[src/rtl/rbwd_pkg.sv]
package rbwd_pkg;

    localparam logic [16:0] COUNT_MAX      = 17'h1FFFF;
    localparam logic [15:0] NULL_TOTAL_MAX = 16'hFFFF;
    localparam logic [15:0] WIDE_LIMIT     = 16'd192;
    localparam logic [7:0]  UNIT_ALIAS     = 8'd13;
    localparam logic [7:0]  UNIT_A         = 8'd5;
    localparam logic [7:0]  UNIT_B         = 8'd11;
    localparam logic [7:0]  TYPE_EMPTY     = 8'd1;
    localparam logic [7:0]  TYPE_SKIP      = 8'd2;
    localparam logic [7:0]  SAMPLES_RESET  = 8'd4;

    typedef enum logic [3:0] {
        PH_HDR   = 4'd0,
        PH_SCA   = 4'd1,
        PH_CNT1  = 4'd2,
        PH_CNT2  = 4'd3,
        PH_LOC   = 4'd4,
        PH_TW    = 4'd5,
        PH_SAMP  = 4'd6,
        PH_GHOST = 4'd7,
        PH_SKIP  = 4'd8
    } phase_t;

    typedef enum logic [3:0] {
        WC_HEADER    = 4'd0,
        WC_SAMP_ADDR = 4'd1,
        WC_COUNTS    = 4'd2,
        WC_COUNT2    = 4'd3,
        WC_LOCATION  = 4'd4,
        WC_TIME_W    = 4'd5,
        WC_SAMPLE    = 4'd6,
        WC_GHOST     = 4'd7,
        WC_ERR_SKIP  = 4'd8,
        WC_IDLE      = 4'd9
    } word_class_t;

    typedef enum logic [1:0] {
        ST_OK      = 2'd0,
        ST_NULL    = 2'd1,
        ST_OVERRUN = 2'd2,
        ST_UNKNOWN = 2'd3
    } status_t;

    typedef struct packed {
        logic [31:0] data_word;
        logic        fragment_start;
    } item_t;

    typedef struct packed {
        word_class_t word_class;
        logic [7:0]  unit_id;
        logic [7:0]  block_type;
        logic [31:0] raw_word;
        logic [11:0] cluster_time;
        logic [15:0] cluster_width;
        logic        time_is_computed;
        logic [15:0] sample_word_count;
        logic        block_end;
        status_t     status;
        logic        width_unrealistic;
        logic [15:0] missing_block_count;
    } result_t;

    typedef struct packed {
        phase_t      phase;
        logic [16:0] words_counted;
        logic [15:0] block_size;
        logic [10:0] clusters_left;
        logic [15:0] samples_left;
        logic [7:0]  current_unit;
        logic [7:0]  current_type;
        logic        wide_cluster_seen;
        logic [15:0] null_header_total;
    } state_t;

endpackage

[src/rtl/rbwd_decode.sv]
module rbwd_decode
    import rbwd_pkg::*;
(
    input  item_t       item,
    input  state_t      state_cur,
    input  logic [7:0]  samples_per_channel,
    output state_t      state_next,
    output result_t     result
);

    typedef struct packed {
        phase_t      phase;
        logic [10:0] clusters;
        status_t     status;
        logic        end_flag;
    } fin_t;

    // Close one cluster: pick the next cluster, ghost words or block end
    function automatic fin_t finish_cluster(
        input logic [10:0] cl,
        input logic [16:0] wc,
        input logic [15:0] bs
    );
        fin_t        f;
        logic [10:0] left;
        left       = (cl != 11'd0) ? cl - 11'd1 : cl;
        f.clusters = left;
        f.status   = ST_OK;
        f.end_flag = 1'b0;
        f.phase    = PH_HDR;
        if (left != 11'd0) begin
            f.phase = PH_LOC;
        end else if (wc > {1'b0, bs}) begin
            f.end_flag = 1'b1;
            f.status   = ST_OVERRUN;
        end else if (wc < {1'b0, bs}) begin
            f.phase = PH_GHOST;
        end else begin
            f.end_flag = 1'b1;
        end
        return f;
    endfunction

    logic [31:0] d;
    logic [7:0]  unit_fix;
    logic [16:0] wc_bump;
    logic [9:0]  cnt1_sum;
    logic [10:0] cnt2_sum;
    logic [23:0] prod;
    logic [22:0] half_up;
    logic [15:0] swc;
    logic [15:0] samp_dec;
    fin_t        fin_tw;
    fin_t        fin_samp;
    state_t      st;

    assign d        = item.data_word;
    assign unit_fix = (d[31:24] == UNIT_ALIAS) ? UNIT_B : d[31:24];
    assign wc_bump  = (state_cur.words_counted != COUNT_MAX)
                      ? state_cur.words_counted + 17'd1 : state_cur.words_counted;
    assign cnt1_sum = {2'b00, d[31:24]} + {2'b00, d[23:16]}
                    + {2'b00, d[15:8]}  + {2'b00, d[7:0]};
    assign cnt2_sum = state_cur.clusters_left + {3'b000, d[31:24]};

    // Sample words: ceil(width * samples / 2), kept to 16 bits
    assign prod     = {8'd0, d[15:0]} * {16'd0, samples_per_channel};
    assign half_up  = prod[23:1] + {22'd0, prod[0]};
    assign swc      = half_up[15:0];
    assign samp_dec = (state_cur.samples_left != 16'd0)
                      ? state_cur.samples_left - 16'd1 : state_cur.samples_left;

    assign fin_tw   = finish_cluster(state_cur.clusters_left, wc_bump,
                                     state_cur.block_size);
    assign fin_samp = finish_cluster(state_cur.clusters_left, wc_bump,
                                     state_cur.block_size);

    always_comb
    begin
        st     = state_cur;
        result = '0;
        result.raw_word = d;

        // Fragment start abandons any block and clears the wide flag
        if (item.fragment_start)
        begin
            st.phase             = PH_HDR;
            st.wide_cluster_seen = 1'b0;
        end

        unique case (st.phase)
            PH_HDR:
            begin
                result.word_class = WC_HEADER;
                if (d == 32'd0)
                begin
                    if (st.null_header_total != NULL_TOTAL_MAX)
                        st.null_header_total = st.null_header_total + 16'd1;
                    st.current_unit  = 8'd0;
                    st.current_type  = 8'd0;
                    st.block_size    = 16'd0;
                    result.status    = ST_NULL;
                    result.block_end = 1'b1;
                end
                else
                begin
                    st.current_unit  = unit_fix;
                    st.current_type  = d[23:16];
                    st.block_size    = d[15:0];
                    st.words_counted = 17'd1;
                    if (d[23:16] == TYPE_EMPTY)
                        result.block_end = 1'b1;
                    else if (d[23:16] == TYPE_SKIP)
                    begin
                        if (d[15:0] > 16'd1)
                            st.phase = PH_SKIP;
                        else
                            result.block_end = 1'b1;
                    end
                    else if (d[15:0] == 16'd1)
                        result.block_end = 1'b1;
                    else
                        st.phase = PH_SCA;
                end
            end
            PH_SCA:
            begin
                result.word_class = WC_SAMP_ADDR;
                st.words_counted  = wc_bump;
                st.phase          = PH_CNT1;
            end
            PH_CNT1:
            begin
                result.word_class = WC_COUNTS;
                st.words_counted  = wc_bump;
                st.clusters_left  = {1'b0, cnt1_sum};
                if (st.current_unit != UNIT_A && st.current_unit != UNIT_B)
                    result.status = ST_UNKNOWN;
                st.phase = PH_CNT2;
            end
            PH_CNT2:
            begin
                result.word_class = WC_COUNT2;
                st.words_counted  = wc_bump;
                st.clusters_left  = cnt2_sum;
                if (cnt2_sum != 11'd0)
                    st.phase = PH_LOC;
                else if (wc_bump < {1'b0, st.block_size})
                    st.phase = PH_GHOST;
                else
                begin
                    result.block_end = 1'b1;
                    st.phase         = PH_HDR;
                end
            end
            PH_LOC:
            begin
                result.word_class = WC_LOCATION;
                st.words_counted  = wc_bump;
                st.phase          = PH_TW;
            end
            PH_TW:
            begin
                result.word_class        = WC_TIME_W;
                st.words_counted         = wc_bump;
                result.cluster_time      = d[27:16];
                result.cluster_width     = d[15:0];
                result.time_is_computed  = d[28];
                result.sample_word_count = swc;
                if (d[15:0] > WIDE_LIMIT)
                    st.wide_cluster_seen = 1'b1;
                st.samples_left = swc;
                if (swc != 16'd0)
                    st.phase = PH_SAMP;
                else
                begin
                    st.clusters_left = fin_tw.clusters;
                    st.phase         = fin_tw.phase;
                    result.status    = fin_tw.status;
                    result.block_end = fin_tw.end_flag;
                end
            end
            PH_SAMP:
            begin
                result.word_class = WC_SAMPLE;
                st.words_counted  = wc_bump;
                st.samples_left   = samp_dec;
                if (samp_dec == 16'd0)
                begin
                    st.clusters_left = fin_samp.clusters;
                    st.phase         = fin_samp.phase;
                    result.status    = fin_samp.status;
                    result.block_end = fin_samp.end_flag;
                end
            end
            PH_GHOST, PH_SKIP:
            begin
                result.word_class = (st.phase == PH_GHOST) ? WC_GHOST : WC_ERR_SKIP;
                st.words_counted  = wc_bump;
                if (wc_bump >= {1'b0, st.block_size})
                begin
                    result.block_end = 1'b1;
                    st.phase         = PH_HDR;
                end
            end
            default:
            begin
                result.word_class = WC_ERR_SKIP;
                st.phase          = PH_HDR;
            end
        endcase

        result.unit_id             = st.current_unit;
        result.block_type          = st.current_type;
        result.width_unrealistic   = st.wide_cluster_seen;
        result.missing_block_count = st.null_header_total;
        state_next                 = st;
    end

endmodule

[src/rtl/readout_block_word_deframer.sv]
// Readout block word deframer: takes one 32-bit readout word per transfer and
// returns one classified result per word, in order. Each word is held in an
// input register, decoded against the block state, and written to a result
// register, so a word is accepted every cycle and its result is offered from
// the clock edge after the one that accepted it when the result side is not
// stalled. The throughput is set by the single block-state register, which is
// updated once per decoded word. samples_per_channel is written through
// cfg_write_en and cfg_write_data and resets to 4; write it only while the
// block is idle.
module readout_block_word_deframer
    import rbwd_pkg::*;
(
    input  logic        clk,
    input  logic        rst_n,
    input  logic        item_valid,
    output logic        item_ready,
    input  item_t       item,
    output logic        result_valid,
    input  logic        result_ready,
    output result_t     result,
    input  logic        cfg_write_en,
    input  logic [7:0]  cfg_write_data
);

    logic       in_valid_reg;
    logic       in_valid_next;
    item_t      in_item_reg;
    logic       out_valid_reg;
    logic       out_valid_next;
    result_t    result_reg;
    result_t    result_next;
    state_t     state_reg;
    state_t     state_next;
    logic [7:0] samples_reg;
    logic       out_free;
    logic       fire;
    logic       accept;

    // Advance the word into the result register when the output slot frees
    assign out_free   = !out_valid_reg || result_ready;
    assign fire       = in_valid_reg && out_free;
    assign item_ready = !in_valid_reg || fire;
    assign accept     = item_valid && item_ready;

    assign in_valid_next  = accept ? 1'b1 : (fire ? 1'b0 : in_valid_reg);
    assign out_valid_next = fire ? 1'b1 : (result_ready ? 1'b0 : out_valid_reg);

    rbwd_decode u_decode (
        .item                (in_item_reg),
        .state_cur           (state_reg),
        .samples_per_channel (samples_reg),
        .state_next          (state_next),
        .result              (result_next)
    );

    // Hold control state, block state and configuration
    always_ff @(posedge clk or negedge rst_n)
    begin
        if (!rst_n)
        begin
            in_valid_reg  <= 1'b0;
            out_valid_reg <= 1'b0;
            samples_reg   <= SAMPLES_RESET;
            state_reg     <= '{phase: PH_HDR, default: '0};
        end
        else
        begin
            in_valid_reg  <= in_valid_next;
            out_valid_reg <= out_valid_next;
            if (cfg_write_en)
                samples_reg <= cfg_write_data;
            if (fire)
                state_reg <= state_next;
        end
    end

    // Capture payloads on transfer
    always_ff @(posedge clk)
    begin
        if (accept)
            in_item_reg <= item;
        if (fire)
            result_reg <= result_next;
    end

    assign result_valid = out_valid_reg;
    assign result       = result_reg;

endmodule
[config.mk]
export PLATFORM = sky130hd
export DESIGN_NAME = readout_block_word_deframer
export DESIGN_NICKNAME = d
export VERILOG_FILES = /design/src/rtl/rbwd_pkg.sv /design/src/rtl/rbwd_decode.sv /design/src/rtl/readout_block_word_deframer.sv
export SDC_FILE = /design/constraint.sdc
export NUM_CORES = 1
export LEC_CHECK = 0
export BUFFER_PORTS_ARGS = -buffer_cell sky130_fd_sc_hd__buf_2
export CORE_MARGIN = 2
export CORE_UTILIZATION = 60
export DETAILED_ROUTE_END_ITERATION = 10
export PLACE_DENSITY_LB_ADDON = 0.05
export SYNTH_ARGS = -nofsm -noshare
export SYNTH_HDL_FRONTEND = slang
export SYNTH_HIERARCHICAL = 1
export SYNTH_SLANG_ARGS = --single-unit
[constraint.sdc]
create_clock -name clk -period 7.6 [get_ports clk]
set_clock_uncertainty 0.05 [all_clocks]
set_input_delay 1.14 -clock clk [delete_from_list [all_inputs] [get_ports clk]]
set_output_delay 1.14 -clock clk [all_outputs]
set_load 0.005 [all_outputs]
==> metrics.csv, run 1 <==
stage;metric;value;unit
cts;Root Buffer;clkbuf_16;
final_layout;layout cells sized above 1;21.1;%
setup_path;CP Data Arrival Time;7.08;ns
sta;Final setup viols;0;
final_layout;commonest cells after routing, fill and taps aside;nand2_1 (206), buf_2 (163), edfxtp_1 (150), inv_1 (107), dfrtp_1 (106);
yosys;post-synthesis sequential area ratio;41.2;%
floorplan;core area;28700;µm²
yosys;Avg Cell Area, Syn;10.5;µm²
floorplan;Starting Density;60.8;%
cts;CTS Hold Bufs;0;
setup_path;crit-path leading delay family;adder cells;
power;power per cell area;381;nW/µm²
global_route;global route overflow;0;
yosys;synthesized cell area;17400;µm²
power;switching share of power;42.0;%
floorplan;I/O pin count;165;
sta;minimum clock period;6.69;ns
setup_path;Crit. End Element;register;
setup_path;Worst Path Buf+Inv;1;
detailed_routing;routed len/inst;19.8;µm
detailed_routing;Initial DRC Count;1186;
global_route;initial antenna violation count;1;
global_route;GRT Resource Usage Total;27.9;%
power;Clk pwr share;19.8;%
final_layout;commonest non-fill, non-tap cell in the layout;nand2_1;
min_path;HP Class;register to register;
sta;RSZ-0062 raised after global routing;false;
floorplan;row count;62;
detailed_routing;Routed WL;42200;µm
yosys;yosys warns;6;
power;leakage;8.37;nW
final_layout;nets;1918;
yosys;number of distinct library cells after synthesis;87;
cts;CTS clk-pin slew, worst paths;0.06;ns
power;P_int;4.21;mW
floorplan;Die W;175;µm
setup_path;Setup CP Type;register to register;
setup_path;CP peak stage delay;0.64;ns
sta;WHS;0.455;ns
cts;TritonCTS Sinks;257;
detailed_routing;drt drc;0;
cts;later-pin clock latency in the skew report;0.56;ns
cts;CTS Buffer Depth;3;
power;Comb pwr share;52.3;%
yosys;ys flop type;edfxtp_1;
detailed_routing;Post-DRT Antenna Nets;0;
detailed_routing;vias per inst;5.89;
sta;crit share post-route;88.0;%
global_route;vias in the first global route;12300;
cts;Setup Buffers After CTS;0;
sta;Max-Slew Margin vs Limit;33.0;%
yosys;Gate Count Post-Synth;1656;
setup_path;slowest CP cell;edfxtp_1;
setup_path;WP data required;7.99;ns
global_route;first-pass GRT wire length;67300;µm
power;Sequential Power Share;27.9;%
detailed_routing;drt first pass iters;5;
yosys;ranking of synthesized cells by area;edfxtp_1 (26%), dfrtp_1 (15%), fa_1 (9.5%), mux2_2 (5.8%), ha_1 (4.6%);
yosys;Synth area leader;edfxtp_1;
place;dpl ws;0.961;ns
cts;CTS tree;yes;
sta;total negative setup slack;0;ns
place;count of buffers from port buffering;164;
floorplan;Die Span Y;175;µm
sta;Setup WS post-layout;0.914;ns
power;Max IR drop VDD;248;µV
yosys;#FFs+latches synth;257;
setup_path;startpoint types;register;
sta;Final Max Tran Viols;0;
yosys;syn_nets;1849;
sta;Hold Vio Cnt, Final;0;
cts;H-tree depth;1;
flow_run;Max Cap Viol;0;
setup_path;worst-path cell chain;nand2_1 > fa_1 > fa_1 > fa_1 > fa_1 > inv_1 > ha_1 > and3_1 > a221oi_1 > o22a_1 > nand4_1 > o31a_1 > nor4b_2 > mux2_4 > a21oi_2 > or3_1 > a221o_1 > mux2_2;
detailed_routing;routed vias;12600;
sta;Slew @ Worst Pin;1.00;ns
run_status;status;completed;
sta;fmax;150;MHz
final_layout;area grow syn2layout;9.12;%
yosys;Post-synth ARST share;41.6;%
setup_path;Crit path top cell by count;fa_1;
power;Net Switching;3.05;mW
yosys;top cell type's share of synthesized area;25.8;%
final_layout;Largest register FFs;117;
global_route;largest net degree at the start of global routing;74;
yosys;Post-synth EDFFs;150;
place;GPL Wtd Cong;0.898;
cts;CTS Buf Count;29;
cts;post-CTS sizing;0;
setup_path;worst-path maximum fanout;13;
place;Post-DP HPWL;30200;µm
floorplan;die area;30500;µm²
power by group through the flow:
stage | logic [mW] | registers [mW] | clock network (mW)
global route | 4.21 | 2.06 | 1.52
global placement | 3.66 | 2.03 | 0
detailed placement | 3.73 | 2.04 | 0
finish | 3.80 | 2.02 | 1.44
floorplan | 3.09 | 1.92 | 0
CTS | 3.76 | 2.02 | 1.47
cell families (layout without fill, tap and decap cells):
kind of cell | Yosys count | count (layout) | share of synthesized area (%)
adder cells (fa/ha/maj) | 147 | 147 | 14.1
other | 0 | 1 | 0
AND/OR/NAND/NOR | 563 | 563 | 16.2
multiplexers | 114 | 114 | 7.76
flip-flops | 257 | 257 | 41.2
buffers and inverters | 249 | 339 | 7.03
AO/OA/AOI/OAI | 246 | 246 | 9.67
XOR/XNOR | 80 | 80 | 4.02
Yosys cell counts, types with 4 or more instances:
cell type	instances
nand2_1	206
edfxtp_1	150
inv_1	108
dfrtp_1	106
mux2_2	90
nor2_1	86
fa_1	83
and2_1	81
buf_4	65
ha_1	64
o21ai_0	64
clkbuf_1	57
xnor2_1	52
a21oi_1	48
nor3_1	36
nand3_1	33
xor2_1	28
mux2_4	20
nor4_1	19
a21o_1	17
nand4_1	17
buf_2	13
or3_1	13
o31ai_1	12
a211o_1	11
or2_2	10
a221o_1	9
and3_1	9
nor2b_1	9
a22o_1	7
a31oi_1	7
nand2b_1	7
o21bai_1	7
and4_1	6
o21a_1	6
a211oi_1	5
o221ai_1	5
or4_1	5
a221oi_1	4
buf_6	4
mux2i_1	4
o22ai_1	4
o2bb2ai_1	4
stage by stage:
step                      power, mW  utilization [%]  area, µm²  std cells
after floorplan                5.01                -      17400       1656
after global placement         5.69             62.9      18000       2078
after detailed placement       5.77             62.9      18000       2078
after CTS                      7.25             66.3      19000       2130
after global routing           7.80             66.3      19000       2131
final                          7.26             66.3      19000       2131
area by class of cell:
cell class | count | area, µm²
sequential | 257 | 7180
multi-input combinational | 1150 | 9040
timing repair buffer | 179 | 936
fill | 2289 | 9670
clock inverter | 13 | 169
antenna | 1 | 2.50
clock buffer | 39 | 815
inverter | 108 | 408
tap | 384 | 480
final timing paths:
path | from | end | slack (ns) | cells past startpoint
worst max-delay path | in_item_reg[2]$_DFFE_PP_ | state_reg[52]$_DFFE_PN0P_ | 0.91 | 18
max in group asynchronous | rst_n | state_reg[72]$_DFFE_PN0P_ | 5.61 | 2
worst min register to register | state_reg[18]$_DFFE_PN0P_ | state_reg[18]$_DFFE_PN0P_ | 0.45 | 1
min in group asynchronous | rst_n | state_reg[46]$_DFFE_PN0P_ | 0.55 | 1
worst max register to register | in_item_reg[2]$_DFFE_PP_ | state_reg[52]$_DFFE_PN0P_ | 0.91 | 18
worst min-delay path | state_reg[18]$_DFFE_PN0P_ | state_reg[18]$_DFFE_PN0P_ | 0.45 | 1
per-layer routing:
metal	GRT usage, %	wire (µm)	vias to the layer above
met2	45.0	20100	431
met4	7.40	1030	0
li1	-	-	5870
met5	0	0	-
met1	39.7	18500	6186
met3	4.29	2650	65
Power figures use the tool's default switching activity.
==> run 2, diff against run 1 <==
- PLACE_DENSITY: unset -> 0.81
- PLACE_DENSITY_LB_ADDON: 0.05 -> unset
==> run 2 against run 1 <==
  * Clock power grew 6%
  * Largest power group unchanged
  * Clock-buffer cell count fell by 6
  * Critical path depth is the same
  * Die area unchanged
  * Sequential share of layout area down 0.086 points
  * First-iteration DRC count rose by 34%
  * Critical path type unchanged
==> metrics.csv, run 2 (synthesis gave the netlist of run 1 again) <==
stage;metric;value;unit
detailed_routing;Routed WL;42400;µm
global_route;M1 GR Usage;37.8;%
cts;CTS clk-pin slew, worst paths;0.07;ns
final_layout;area grow syn2layout;9.37;%
final_layout;sequential cell area;7180;µm²
sta;minimum clock period;6.67;ns
final_layout;layout cells sized above 1;21.4;%
global_route;met2 Track Usage GR;44.3;%
global_route;global-route track usage on met3;4.24;%
floorplan;die area;30500;µm²
detailed_routing;Post-DRT Antenna Nets;0;
sta;Final setup viols;0;
power;power per cell area;385;nW/µm²
final_layout;Fillers;2125;
final_layout;nets;1915;
power;leakage;8.37;nW
final_layout;Layout Utilization;66.5;%
cts;CTS Buf Count;29;
floorplan;row count;62;
global_route;largest net degree at the start of global routing;72;
detailed_routing;drt first pass iters;6;
flow_run;Max Cap Viol;0;
global_route;GRT Resource Usage Total;27.6;%
global_route;first-pass GRT wire length;66900;µm
floorplan;core area;28700;µm²
sta;Final Max Tran Viols;0;
detailed_routing;drt drc;0;
setup_path;WP data required;8.01;ns
setup_path;critical path launch point;in_item_reg[4]$_DFFE_PP_;
floorplan;Die Span Y;175;µm
cts;CTS Hold Bufs;0;
setup_path;Worst R2R Start;in_item_reg[4]$_DFFE_PP_;
global_route;vias in the first global route;12500;
cts;Root Buffer;clkbuf_16;
sta;Max-Slew Margin vs Limit;30.1;%
global_route;Most Used Layer, Global Route;met2;
detailed_routing;Initial DRC Count;1590;
detailed_routing;vias per inst;6.00;
floorplan;I/O pin count;165;
detailed_routing;routed vias;12800;
cts;CTS Buffer Depth;3;
final_layout;commonest non-fill, non-tap cell in the layout;nand2_1;
sta;total negative setup slack;0;ns
final_layout;area occupied by multi-input gates;9040;µm²
global_route;initial antenna violation count;4;
cts;post-CTS sizing;0;
cts;Setup Buffers After CTS;0;
setup_path;worst-path maximum fanout;13;
setup_path;CP Data Arrival Time;7.07;ns
final_layout;Largest register FFs;117;
setup_path;startpoint types;register;
floorplan;Die W;175;µm
sta;fmax;150;MHz
place;GPL Wtd Cong;0.916;
setup_path;Setup CP Type;register to register;
cts;later-pin clock latency in the skew report;0.57;ns
sta;crit share post-route;87.7;%
sta;Hold Vio Cnt, Final;0;
cts;CTS tree;yes;
cts;H-tree depth;1;
floorplan;Starting Density;60.8;%
min_path;Hold Startpoint;state_reg[66]$_DFFE_PN0P_;
run_status;status;completed;
place;Post-DP HPWL;29900;µm
power;Max IR drop VDD;275;µV
place;count of buffers from port buffering;164;
min_path;HP Class;register to register;
sta;Slew @ Worst Pin;1.04;ns
sta;RSZ-0062 raised after global routing;false;
setup_path;Crit. End Element;register;
cts;TritonCTS Sinks;257;
global_route;global route overflow;0;
final_layout;commonest cells after routing, fill and taps aside;nand2_1 (206), buf_2 (163), edfxtp_1 (150), inv_1 (107), dfrtp_1 (106);
detailed_routing;routed len/inst;19.9;µm
==> run 2: changes by cell type in the layout (fill, tap and decap cells not counted) <==
| cell | delta |
|---|---|
| clkinv_2 | +1 |
| bufinv_16 | +2 |
| inv_6 | -1 |
| clkinv_4 | +1 |
| diode_2 | +3 |
| clkinvlp_4 | +5 |
| buf_4 | -3 |
| clkbuf_1 | -5 |
| clkbuf_16 | -1 |
==> run 2: area by class of cell <==
type / count / area share [%]
diodes: 4 / 0.0525
flip-flops and latches: 257 / 37.6
multi-input cells: 1150 / 47.4
well taps: 384 / 2.52
clock inverters: 21 / 1.42
clock buffers: 33 / 4.04
inverters: 108 / 2.14
repair buffers: 176 / 4.79
==> run 2: layer usage <==
| metal | share of wire, % | vias to the layer above |
|---|---|---|
| met4 | 4.1 | 0 |
| li1 | - | 5873 |
| met1 | 42 | 6245 |
| met5 | 0 | - |
| met3 | 7.4 | 101 |
| met2 | 47 | 587 |
==> run 2: final timing paths <==
path	end	depth (start not counted)	slack (ns)
setup / recovery	state_reg[52]$_DFFE_PN0P_	18	0.93
hold / removal	state_reg[66]$_DFFE_PN0P_	1	0.46
setup reg to reg	state_reg[52]$_DFFE_PN0P_	18	0.93
hold reg to reg	state_reg[66]$_DFFE_PN0P_	1	0.46
max in group asynchronous	state_reg[24]$_DFFE_PN0P_	2	5.60
min in group asynchronous	state_reg[43]$_DFFE_PN0P_	1	0.49
==> run 2: power by group <==
| part | switching, mW | leakage [nW] | internal [mW] |
|---|---|---|---|
| registers | 0.291 | 2.85 | 1.74 |
| clock network | 0.614 | 0.490 | 0.906 |
| logic | 2.18 | 5.04 | 1.61 |
| total | 3.08 | 8.37 | 4.26 |
==> run 2: metrics by stage <==
step	setup WS (ns)	hold WS (ns)	std cells	power (mW)	cell area, µm²
2_1_floorplan	1.33	0.424	1656	5.01	17400
3_3_place_gp	1.16	0.436	2075	5.61	18000
3_5_place_dp	0.983	0.443	2075	5.74	18000
4_1_cts	0.967	0.458	2129	7.29	19100
5_1_grt	0.602	0.475	2133	7.85	19100
6_report	0.935	0.457	2133	7.34	19100
==> run 2: critical path, cell delays in order, from the launching register on <==
cell	delay [ns]
edfxtp_1	0.64
nand2_1	0.16
fa_1	0.59
fa_1	0.45
fa_1	0.52
fa_1	0.54
inv_1	0.04
ha_1	0.39
and3_1	0.24
a221oi_1	0.28
o22a_1	0.32
nand4_1	0.25
o31a_1	0.32
nor4b_2	0.27
mux2_4	0.25
a21oi_2	0.10
or3_1	0.49
a221o_1	0.38
mux2_2	0.26
